<file path="src/iapa_pkg.sv">
// shared types and constants for the ip address pool allocator
package iapa_pkg;

    localparam int HOST_BITS_DEF = 8;

    typedef enum logic [1:0] {
        STAT_OK,
        STAT_FULL,
        STAT_NOT_ALLOC,
        STAT_RESERVED
    } status_t;

    typedef enum logic {
        KIND_ALLOC,
        KIND_FREE
    } kind_t;

    typedef enum logic [3:0] {
        ST_CLEAR,
        ST_IDLE,
        ST_ROOT,
        ST_LEAF,
        ST_UP,
        ST_SIB,
        ST_DOWN,
        ST_MARK,
        ST_FREE_CHK,
        ST_FREE_UP,
        ST_DONE
    } state_t;

endpackage

</file>
<file path="src/iapa_flag_ram.sv">
// full-flag memory of the tree: one write port, one registered read port
module iapa_flag_ram
    import iapa_pkg::*;
#(
    parameter int AW = HOST_BITS_DEF + 1
)
(
    input  logic          clk,
    input  logic          wr_en,
    input  logic [AW-1:0] wr_addr,
    input  logic          wr_data,
    input  logic          rd_en,
    input  logic [AW-1:0] rd_addr,
    output logic          rd_data
);

    logic mem [2**AW];
    logic rd_data_reg;

    always_ff @(posedge clk)
    begin
        if (wr_en)
        begin
            mem[wr_addr] <= wr_data;
        end
    end

    always_ff @(posedge clk)
    begin
        if (rd_en)
        begin
            rd_data_reg <= mem[rd_addr];
        end
    end

    assign rd_data = rd_data_reg;

endmodule

</file>
<file path="src/iapa_ctrl.sv">
// sequencer: tree walks over the flag memory, free counter and result status
module iapa_ctrl
    import iapa_pkg::*;
#(
    parameter int HOST_BITS = HOST_BITS_DEF
)
(
    input  logic                 clk,
    input  logic                 rst_n,
    input  logic                 in_valid,
    output logic                 in_stall,
    input  logic                 kind,
    input  logic                 has_preferred,
    input  logic [HOST_BITS-1:0] host,
    output logic                 res_valid,
    input  logic                 res_take,
    output status_t              res_status,
    output logic                 res_alloc,
    output logic [HOST_BITS-1:0] res_host,
    output logic [7:0]           res_free
);

    localparam int AW = HOST_BITS + 1;
    localparam int CW = (HOST_BITS > 8) ? HOST_BITS : 8;
    localparam logic [AW-1:0] ROOT      = AW'(1);
    localparam logic [AW-1:0] NODE_NET  = {1'b1, {HOST_BITS{1'b0}}};
    localparam logic [AW-1:0] NODE_SRV  = {AW{1'b1}};
    localparam logic [AW-1:0] NODE_BC   = {{HOST_BITS{1'b1}}, 1'b0};
    localparam logic [AW-1:0] NODE_PAIR = {1'b0, {HOST_BITS{1'b1}}};
    localparam logic [HOST_BITS-1:0] HOST_TOP = {HOST_BITS{1'b1}};
    localparam logic [HOST_BITS-1:0] HOST_BC  = {{(HOST_BITS-1){1'b1}}, 1'b0};
    localparam logic [CW-1:0] FREE_INIT = CW'(2**HOST_BITS - 3);

    state_t               state_reg, state_next;
    logic [AW-1:0]        node_reg, node_next;
    logic [HOST_BITS-1:0] leaf_reg, leaf_next;
    kind_t                kind_reg, kind_next;
    status_t              status_reg, status_next;
    logic [CW-1:0]        free_reg, free_next;

    logic          wr_en, wr_data, rd_en, rd_data;
    logic [AW-1:0] wr_addr, rd_addr;

    logic          mark_go, down_go;
    logic [AW-1:0] mark_node, down_node;
    logic [AW-1:0] parent, sib, pick;
    logic [HOST_BITS-1:0] start;
    logic          reserved, clear_flag;

    iapa_flag_ram #(.AW(AW)) u_ram (
        .clk     (clk),
        .wr_en   (wr_en),
        .wr_addr (wr_addr),
        .wr_data (wr_data),
        .rd_en   (rd_en),
        .rd_addr (rd_addr),
        .rd_data (rd_data)
    );

    always_ff @(posedge clk or negedge rst_n)
    begin
        if (!rst_n)
        begin
            state_reg  <= ST_CLEAR;
            node_reg   <= '0;
            kind_reg   <= KIND_ALLOC;
            status_reg <= STAT_OK;
            free_reg   <= FREE_INIT;
        end
        else
        begin
            state_reg  <= state_next;
            node_reg   <= node_next;
            kind_reg   <= kind_next;
            status_reg <= status_next;
            free_reg   <= free_next;
        end
    end

    always_ff @(posedge clk)
    begin
        leaf_reg <= leaf_next;
    end

    assign parent     = {1'b0, node_reg[AW-1:1]};
    assign sib        = {node_reg[AW-1:1], 1'b1};
    assign pick       = {node_reg[AW-2:0], rd_data};
    assign start      = has_preferred ? host : '0;
    assign reserved   = (host == '0) || (host == HOST_TOP) || (host == HOST_BC);
    assign clear_flag = (node_reg == NODE_NET) || (node_reg == NODE_SRV) ||
                        (node_reg == NODE_BC) || (node_reg == NODE_PAIR);

    always_comb
    begin
        state_next  = state_reg;
        node_next   = node_reg;
        leaf_next   = leaf_reg;
        kind_next   = kind_reg;
        status_next = status_reg;
        free_next   = free_reg;
        rd_en       = 1'b0;
        rd_addr     = node_reg;
        wr_en       = 1'b0;
        wr_addr     = node_reg;
        wr_data     = 1'b0;
        in_stall    = 1'b1;
        res_valid   = 1'b0;
        mark_go     = 1'b0;
        mark_node   = node_reg;
        down_go     = 1'b0;
        down_node   = node_reg;

        unique case (state_reg)
            ST_CLEAR:
            begin
                wr_en     = 1'b1;
                wr_data   = clear_flag;
                node_next = node_reg + AW'(1);
                if (node_reg == NODE_SRV)
                begin
                    state_next = ST_IDLE;
                end
            end
            ST_IDLE:
            begin
                in_stall = 1'b0;
                if (in_valid)
                begin
                    kind_next = kind_t'(kind);
                    if (kind == KIND_FREE)
                    begin
                        if (reserved)
                        begin
                            status_next = STAT_RESERVED;
                            state_next  = ST_DONE;
                        end
                        else
                        begin
                            rd_en      = 1'b1;
                            rd_addr    = {1'b1, host};
                            node_next  = {1'b1, host};
                            state_next = ST_FREE_CHK;
                        end
                    end
                    else
                    begin
                        rd_en      = 1'b1;
                        rd_addr    = ROOT;
                        node_next  = {1'b1, start};
                        state_next = ST_ROOT;
                    end
                end
            end
            ST_ROOT:
            begin
                if (rd_data)
                begin
                    status_next = STAT_FULL;
                    state_next  = ST_DONE;
                end
                else
                begin
                    rd_en      = 1'b1;
                    state_next = ST_LEAF;
                end
            end
            ST_LEAF:
            begin
                if (!rd_data)
                begin
                    mark_go = 1'b1;
                end
                else
                begin
                    state_next = ST_UP;
                end
            end
            ST_UP:
            begin
                if (node_reg == ROOT)
                begin
                    down_go = 1'b1;
                end
                else if (!node_reg[0])
                begin
                    rd_en      = 1'b1;
                    rd_addr    = sib;
                    state_next = ST_SIB;
                end
                else
                begin
                    node_next = parent;
                end
            end
            ST_SIB:
            begin
                if (!rd_data)
                begin
                    if (sib[AW-1])
                    begin
                        mark_go   = 1'b1;
                        mark_node = sib;
                    end
                    else
                    begin
                        down_go   = 1'b1;
                        down_node = sib;
                    end
                end
                else
                begin
                    node_next  = parent;
                    state_next = ST_UP;
                end
            end
            ST_DOWN:
            begin
                if (pick[AW-1])
                begin
                    mark_go   = 1'b1;
                    mark_node = pick;
                end
                else
                begin
                    down_go   = 1'b1;
                    down_node = pick;
                end
            end
            ST_MARK:
            begin
                wr_en   = 1'b1;
                wr_addr = parent;
                wr_data = rd_data;
                if (!rd_data || parent == ROOT)
                begin
                    free_next   = free_reg - CW'(1);
                    status_next = STAT_OK;
                    state_next  = ST_DONE;
                end
                else
                begin
                    node_next = parent;
                    rd_en     = 1'b1;
                    rd_addr   = {parent[AW-1:1], ~parent[0]};
                end
            end
            ST_FREE_CHK:
            begin
                if (!rd_data)
                begin
                    status_next = STAT_NOT_ALLOC;
                    state_next  = ST_DONE;
                end
                else
                begin
                    wr_en      = 1'b1;
                    node_next  = parent;
                    state_next = ST_FREE_UP;
                end
            end
            ST_FREE_UP:
            begin
                wr_en = 1'b1;
                if (node_reg == ROOT)
                begin
                    free_next   = free_reg + CW'(1);
                    status_next = STAT_OK;
                    state_next  = ST_DONE;
                end
                else
                begin
                    node_next = parent;
                end
            end
            ST_DONE:
            begin
                res_valid = 1'b1;
                if (res_take)
                begin
                    state_next = ST_IDLE;
                end
            end
            default:
            begin
                state_next = ST_IDLE;
            end
        endcase

        // claim a free leaf and start the upward fill
        if (mark_go)
        begin
            wr_en      = 1'b1;
            wr_addr    = mark_node;
            wr_data    = 1'b1;
            rd_en      = 1'b1;
            rd_addr    = {mark_node[AW-1:1], ~mark_node[0]};
            node_next  = mark_node;
            leaf_next  = mark_node[HOST_BITS-1:0];
            state_next = ST_MARK;
        end

        // descend toward the leftmost free leaf
        if (down_go)
        begin
            rd_en      = 1'b1;
            rd_addr    = {down_node[AW-2:0], 1'b0};
            node_next  = down_node;
            state_next = ST_DOWN;
        end
    end

    assign res_status = status_reg;
    assign res_alloc  = (kind_reg == KIND_ALLOC) && (status_reg == STAT_OK);
    assign res_host   = leaf_reg;
    assign res_free   = free_reg[7:0];

    a_no_rw_clash: assert property (@(posedge clk) disable iff (!rst_n)
        (wr_en && rd_en) |-> (wr_addr != rd_addr))
        else $error("flag memory read and write hit the same entry");

    a_free_bound: assert property (@(posedge clk) disable iff (!rst_n)
        free_reg <= FREE_INIT)
        else $error("free count above pool size");

    a_full_empty: assert property (@(posedge clk) disable iff (!rst_n)
        (state_reg == ST_DONE && status_reg == STAT_FULL) |-> (free_reg == '0))
        else $error("pool full reported with free hosts left");

    a_no_reserved: assert property (@(posedge clk) disable iff (!rst_n)
        (state_reg == ST_DONE && res_alloc) |->
        (leaf_reg != '0 && leaf_reg != HOST_TOP && leaf_reg != HOST_BC))
        else $error("reserved host handed out");

endmodule

</file>
<file path="src/ip_address_pool_allocator_top.sv">
// top level of the ip address pool allocator
// Hands out and takes back host addresses of one subnet, one item at a time. A tree of
// subtree-full flags sits in a single-port-read flag memory, and every step of a walk costs
// one memory access. A free walks from its leaf up to the root; an allocate may climb toward
// the root, descend to the leftmost free leaf and fill flags all the way up again, and a
// failed request ends without a walk. A result held back by out_stall while the output
// register is still occupied delays the next item. After reset the flag memory is initialized
// by a pass over all its entries during which no item is taken; configuration writes are taken
// at any time. A new item is taken while a finished result still waits in the output register.
module ip_address_pool_allocator_top
    import iapa_pkg::*;
#(
    parameter int HOST_BITS = HOST_BITS_DEF
)
(
    input  logic        clk,
    input  logic        rst_n,
    input  logic        cfg_valid,
    output logic        cfg_ready,
    input  logic [31:0] network_prefix,
    input  logic        in_valid,
    output logic        in_stall,
    input  logic        kind,
    input  logic        has_preferred,
    input  logic [31:0] address,
    output logic        out_valid,
    input  logic        out_stall,
    output logic [1:0]  status,
    output logic [31:0] allocated_address,
    output logic [7:0]  free_count
);

    logic [31:0]          prefix_reg;
    logic                 out_valid_reg;
    status_t              status_reg;
    logic [31:0]          addr_reg;
    logic [7:0]           free_reg;

    logic                 res_valid, res_take, res_alloc;
    status_t              res_status;
    logic [HOST_BITS-1:0] res_host;
    logic [7:0]           res_free;

    iapa_ctrl #(.HOST_BITS(HOST_BITS)) u_ctrl (
        .clk           (clk),
        .rst_n         (rst_n),
        .in_valid      (in_valid),
        .in_stall      (in_stall),
        .kind          (kind),
        .has_preferred (has_preferred),
        .host          (address[HOST_BITS-1:0]),
        .res_valid     (res_valid),
        .res_take      (res_take),
        .res_status    (res_status),
        .res_alloc     (res_alloc),
        .res_host      (res_host),
        .res_free      (res_free)
    );

    assign cfg_ready = 1'b1;
    assign res_take  = res_valid && (!out_valid_reg || !out_stall);

    always_ff @(posedge clk or negedge rst_n)
    begin
        if (!rst_n)
        begin
            prefix_reg    <= '0;
            out_valid_reg <= 1'b0;
        end
        else
        begin
            if (cfg_valid)
            begin
                prefix_reg <= network_prefix;
            end
            if (res_take)
            begin
                out_valid_reg <= 1'b1;
            end
            else if (!out_stall)
            begin
                out_valid_reg <= 1'b0;
            end
        end
    end

    always_ff @(posedge clk)
    begin
        if (res_take)
        begin
            status_reg <= res_status;
            free_reg   <= res_free;
            addr_reg   <= res_alloc ? {prefix_reg[31:HOST_BITS], res_host} : '0;
        end
    end

    assign out_valid         = out_valid_reg;
    assign status            = status_reg;
    assign allocated_address = addr_reg;
    assign free_count        = free_reg;

endmodule

</file>
<file path="config.mk">
export PLATFORM = sky130hd
export DESIGN_NAME = ip_address_pool_allocator_top
export DESIGN_NICKNAME = d
export VERILOG_FILES = /design/src/iapa_pkg.sv /design/src/iapa_flag_ram.sv /design/src/iapa_ctrl.sv /design/src/ip_address_pool_allocator_top.sv
export SDC_FILE = /design/constraint.sdc
export NUM_CORES = 1
export LEC_CHECK = 0
export ABC_AREA = 1
export BUFFER_PORTS_ARGS = -buffer_cell sky130_fd_sc_hd__buf_2
export CAP_MARGIN = 30
export CELL_PAD_IN_SITES_DETAIL_PLACEMENT = 1
export CELL_PAD_IN_SITES_GLOBAL_PLACEMENT = 1
export CORE_UTILIZATION = 30
export DETAILED_ROUTE_END_ITERATION = 8
export PLACE_DENSITY = 0.6
export SYNTH_ARGS = -nofsm -noshare
export SYNTH_HDL_FRONTEND = slang
export SYNTH_SLANG_ARGS = --single-unit
</file>
<file path="constraint.sdc">
create_clock -name clk -period 20.8 [get_ports clk]
set_input_delay 4.16 -clock clk [delete_from_list [all_inputs] [get_ports clk]]
set_output_delay 4.16 -clock clk [all_outputs]
set_load 0.02 [all_outputs]
</file>
* Word-level counts from Yosys, hierarchy flattened *
Memories as Yosys holds them, arrays and structs flattened. A register that Yosys moved wholly into a read port is not among the register bits.
Cells that the tools add are included.
W data, S select, Z words.

storage, ports and cells
  bits in registers = 107
  memory bits (writable) = 512
  bits of input ports = 71
  output and inout bits = 45
  memories kept = 1

memories
  memory            words  bits a word  read ports  clocked after Yosys merged registers in  wr ports  RTL line             source
  u_ctrl.u_ram.mem  512    1            1           1                                        1         iapa_flag_ram.sv:17  logic mem [2**AW];

cells by class
  add/subtract/negate cells = 3
  equal/unequal tests = 42
  muxes and demuxes = 85
  bitwise logic cells = 3
  reductions and logical operators = 28

operators by type and width
  operator               number
  $mux W9                23
  $pmux W9 S6            1
  $mux W4                12
  $pmux W4 S10           1
  $pmux W9 S2            2
  $eq A9 B9 Y1 const B   3
  $pmux W9 S3            1
  $mux W1                26
  $mux W8                3
  $ne A4 B1 Y1 const B   6
  $ne A4 B2 Y1 const B   5
  $mux W2                9
  $eq A4 B3 Y1 const B   4
  $eq A8 B8 Y1 const B   2
  $pmux W8 S2            1
  $eq A4 B4 Y1 const B   3
  $pmux W2 S5            1
  $reduce_and A10 Y1     1
  $add A9 B1 Y9 const B  1
  $eq A9 B1 Y1 const B   1
  $eq A9 B8 Y1 const B   1
  $ne A3 B3 Y1 const B   3
  $reduce_and A9 Y1      1
  $add A8 B1 Y8 const B  1
  28 further kinds       49

* Logic depth before layout (Yosys ltp) *
  word-level depth = 9
  depth in mapped cells = 24
  mapped depth without buffers = 21

* Modules after synthesis *
Synthesis repeated with hierarchy kept, for this count alone.

unflattened totals
  cell total of the unflattened synthesis = 3,192
  area, all modules = 29,527.1 um2

by module, submodules not included
  module                         times used  cells an instance  area an instance (um2)  seq. area each (um2)
  iapa_flag_ram                  1           2,354              23,262.3                15,404.8
  iapa_ctrl                      1           620                3,697.3                 849.6
  ip_address_pool_allocator_top  1           218                2,567.5                 1,886.8

* Least setup slack after synthesis *
OpenSTA, ideal clock, no wires.

  kind = register to register
  start point = register u_ctrl.node_reg[0]
  end point = memory u_ctrl.u_ram.mem[0] (data pin)
  setup time = 3.043 ns
  arrival = 15.545 ns
  data required time = 17.757 ns
  setup slack = 2.212 ns
  stages on the path, launching flop included = 9
  path buffers = 0
  period minus slack after synthesis = 18.588 ns
  cell sequence = dfrtp_1 ha_1 inv_1 nor2_1 inv_1 nor3_1 ha_1 nor3_1 o221ai_1

between the ends
  cells in the longest elaborated chain, start to end = 6
  elaborated cells between the ends (all ways) = 9
  classes of those cells = 4 x eq/ne; 2 x mux; 3 x reduce/logical

ends and longest elaborated chain
  item                             RTL line             source
  start: declaration               iapa_ctrl.sv:35      logic [AW-1:0] node_reg, node_next;
  start signal: assignment         iapa_ctrl.sv:73      node_reg <= node_next;
  $eq A9 B9 Y1                     iapa_ctrl.sv:90      assign clear_flag = (node_reg == NODE_NET) || (node_reg == NODE_SRV) ||
  $logic_or A1 B1 Y1 (2 in a row)  iapa_ctrl.sv:90
  $logic_or A1 B1 Y1 *             iapa_ctrl.sv:91      (node_reg == NODE_BC) || (node_reg == NODE_PAIR);
  $pmux W1 S2 *                    iapa_ctrl.sv:113     unique case (state_reg)
  $mux W1 *                        iapa_ctrl.sv:290     if (mark_go)
  via u_ctrl.u_ram.wr_data         iapa_flag_ram.sv:11  input logic wr_data,
  end: declaration                 iapa_flag_ram.sv:17

The timed path passes the listed nets; every way through them passes the cells marked *.

* Worst setup path in the final report *
  start point = input port address[2]
  end point = register u_ctrl.u_ram.rd_data_reg (netlist: u_ctrl.u_ram.rd_data), read port of u_ctrl.u_ram.mem (data pin)

between the ends
  cells in the longest elaborated chain, start to end = 9
  elaborated cells between the ends (all ways) = 17
  classes of those cells = 2 x eq/ne; 12 x mux; 3 x reduce/logical

ends and longest elaborated chain
  item                                                     RTL line                             source
  start: declaration                                       ip_address_pool_allocator_top.sv:25  input logic [31:0] address,
  $eq A8 B8 Y1 / $logic_not A8 Y1 (equally long branches)  iapa_ctrl.sv:89                      assign reserved = (host == '0) || (host == HOST_TOP) || (host == HOST_BC);
  $logic_or A1 B1 Y1 (2 in a row)                          iapa_ctrl.sv:89
  $mux W1 / $mux W9 (equally long branches)                iapa_ctrl.sv:132                     if (reserved)
  $mux W1 / $mux W9 (equally long branches)                iapa_ctrl.sv:130                     if (kind == KIND_FREE)
  $mux W1 / $mux W9 (equally long branches)                iapa_ctrl.sv:127                     if (in_valid)
  $pmux W1 S4 / $pmux W9 S3 (equally long branches)        iapa_ctrl.sv:113
  $mux W1 / $mux W9 (equally long branches)                iapa_ctrl.sv:290
  $mux W1 / $mux W9 (equally long branches)                iapa_ctrl.sv:303                     if (down_go)
  end: declaration                                         iapa_flag_ram.sv:18                  logic rd_data_reg;

Several ways; a longest one is shown, not always the timed one.
A chain may end at the register's enable or synchronous reset.

==> results.cfg <==
[global_route]
grt_pass1_wl_um = 141000
grt-ovfl-total = 0
grt_max_degree = 129
grtUsageTotal = 0.190
grt_pass1_vias = 22600
antenna_found_initial = 0

[placed_design]
io_buffer_count = 82
gp_congestion = 0.831
hpwl_um = 50200
place_ws_ps = 11810

[final_layout]
area_growth_pct = 13.1
layout_commonest_cell = nand3_1
largest_reg_flops = 512
layout_common_cells = nand3_1, nor2_1, nand2_1
num-nets-final = 3159
n_antenna_cell = 0
drive_above_1_share = 0.0962

[die]
rows = 113
io_pins = 116
core-area_mm2 = 0.0954
dieHeight_um = 313
die_area_mm2 = 0.0982
die_x_um = 313
floorplan.initialDensity = 0.305

[timing]
tns_ps = 0
drv_slew = 0
rsz0062_at_grt = no
worstMarginPinSlew_ps = 1000
finalSetupViolations = 0
fin_crit_sh = 0.397
timing.fmax_mhz = 121
hold_violations = 0
fin_crit_ps = 8270
worst_slack_ps = 12530
skew_ps = 22.5
max-slew-margin-rel = 0.332

[detailed_routing]
top_layer_used = met4
drtAntennaViolNets = 0
wl_met3_um = 3980
vias = 22500
drtIter0Drc = 1526
wl_um = 93000
met2_wirelength_um = 46000
drt_first_pass_iters = 5
wl_per_cell_um = 21.2
routed_via_density = 5.12
remaining_drc_errors = 0
wl_met1_um = 40700

[synthesis]
synthSimpleGateAreaFrac = 0.289
synth_top_family_by_area = simple AND/OR/NAND/NOR gates
synth-warning-count = 0
synthAdderAreaFrac = 0.00585
syn_nets = 3178
yosysTopAreaCellShare = 0.581
yosys.cell_types.count = 47
synth-compound-area-share = 0.0275
muxShareOfSynthArea = 0
synth_seq_cells = 612
synth_edf_count = 563
synth.cell_area_mm2 = 0.0291
synth_top_area_cell = edfxtp_1
synth_seq_area_share = 0.624
synthTopCellsByArea = edfxtp_1, nand3_1, nand2_1, nor2_1, dfrtp_1
ys.flop_type = edfxtp_1
synth-xor-area-share = 0.00271
netlist_instances = 3094
ys_async_sr_fraction = 0.0801
avgSynthCellArea_um2 = 9.40

[clock_network]
cts_resized = 0
clock_path_buffers = 3
clk_pin_slew_worst_paths_ps = 60
htree_levels = 3
cts.sink_count = 612
clockRootBuffer = clkbuf_16
cts-hold-fix-buffers = 0
cts-buffers-inserted = 72
worstSkewPairLatency_ps = 630
cts_tree = yes
postCtsSetupBuffers = 0

[setup_path]
r2r_setup_slack_ps = 15140
worstPathMaxFanout = 41
crit_required_ps = 21130
critPathLaunchType = input port
r2r-end = u_ctrl.u_ram.rd_data
critical-path-max-stage-delay_ps = 820
cp_cell_sequence = buf_2 -> nand2_1 -> nor2_1 -> nand2_1 -> o21ai_1 -> buf_4 -> nand2_1 -> nand2_1 -> nor2_1 -> nand2_1 -> nand3_1 -> a21oi_4 -> buf_4 -> clkinv_2 -> buf_4 -> nand3_1 -> nand3_1 -> nand3_1 -> nand3_1 -> nand3_1 -> nand3_1 -> nand3_1 -> nand2_1
worstSetupEndpoint = u_ctrl.u_ram.rd_data
critPathCaptureType = flip-flop
r2r.worst_path.cells = 21
critical_path_class = input port to flip-flop
timing.rr.start = u_ctrl.node_reg[7]
worst_ep_arrival_time_ps = 8590
cp_slowest_cell = clkinv_2
critical_path.startpoint = address[2]
worst_path_most_repeated_cell = nand3_1

[min_path]
min_path_type = flip-flop to flip-flop

[status]
status = finished, final reports clean

[run]
cap_viol_max_count = 0
## cell type report
class / count / area [um2]
clock buffers: 98 / 1970
clock inverters: 31 / 302
fillers: 10900 / 62600
inverters: 123 / 465
multi-input cells: 2135 / 9590
flip-flops and latches: 612 / 18100
well taps: 1265 / 1580
repair buffers: 131 / 823
## Yosys cell counts (2+ instances only)
library cell and number:
dfstp_2 7, buf_2 103, nand3_1 690, nand3_4 2, nor2_2 7, buf_4 10, o21ai_1 4, inv_1 97
a32oi_1 2, nor2_1 620, o21ai_0 68, a31oi_1 5, o221ai_1 6, and3_1 4, nor3_1 11, nor4_1 3
o211ai_1 10, a21oi_2 3, xnor2_1 3, nand4_1 4, o22ai_1 6, xor2_1 6, edfxtp_1 563, inv_2 26
clkbuf_1 101, a221oi_1 2, nand2_2 5, nor2_4 2, buf_1 9, a21oi_1 22, dfrtp_1 42, nand2_1 625
ha_1 12
## worst min path at each step
stage / slack (ps) / from / endpoint / cells after the start
after floorplan: 450 / u_ctrl.res_status[1] / status[1] / 0
after global placement: 480 / u_ctrl.res_status[0] / status[0] / 0
after detailed placement: 480 / u_ctrl.res_status[0] / status[0] / 0
after CTS: 490 / u_ctrl.res_status[0] / status[0] / 0
after global routing: 510 / u_ctrl.res_status[0] / status[0] / 0
final: 490 / u_ctrl.res_status[0] / status[0] / 0
## stage by stage
| stage | instance area [um2] | cells | hold slack, ps | utilization |
|---|---|---|---|---|
| after floorplan | 29100 | 3094 | 448 | - |
| after global placement | 30500 | 4263 | 476 | 0.320 |
| after detailed placement | 30600 | 4265 | 480 | 0.320 |
| after CTS | 32900 | 4394 | 494 | 0.344 |
| after global routing | 32900 | 4395 | 510 | 0.345 |
| final | 32900 | 4395 | 489 | 0.345 |
## metal layers
metal  GRT usage  vias up
li1            -    10500
met1       0.247    11400
met2       0.329      447
met3      0.0261      138
met4      0.0514        0
met5           0        -
## critical path, delay by kind of cell
kind	cells	cell delay [ps]
buffers and inverters	5	2390
and+or+nand+nor	16	1750
AOI/OAI and AO/OA	2	240
## cell families (layout without fill, tap and decap cells)
family / count (synthesis) / count (layout)
other: 1 / 1
XOR/XNOR: 9 / 9
AND/OR/NAND/NOR: 1976 / 1976
adder cells (fa/ha/maj): 13 / 13
buffers and inverters: 347 / 383
flip-flops: 612 / 612
AO/OA/AOI/OAI: 136 / 136
Power is left out: the tool's default activity adds up to more than one toggle a clock period on the data nets, which glitch-free logic cannot reach.
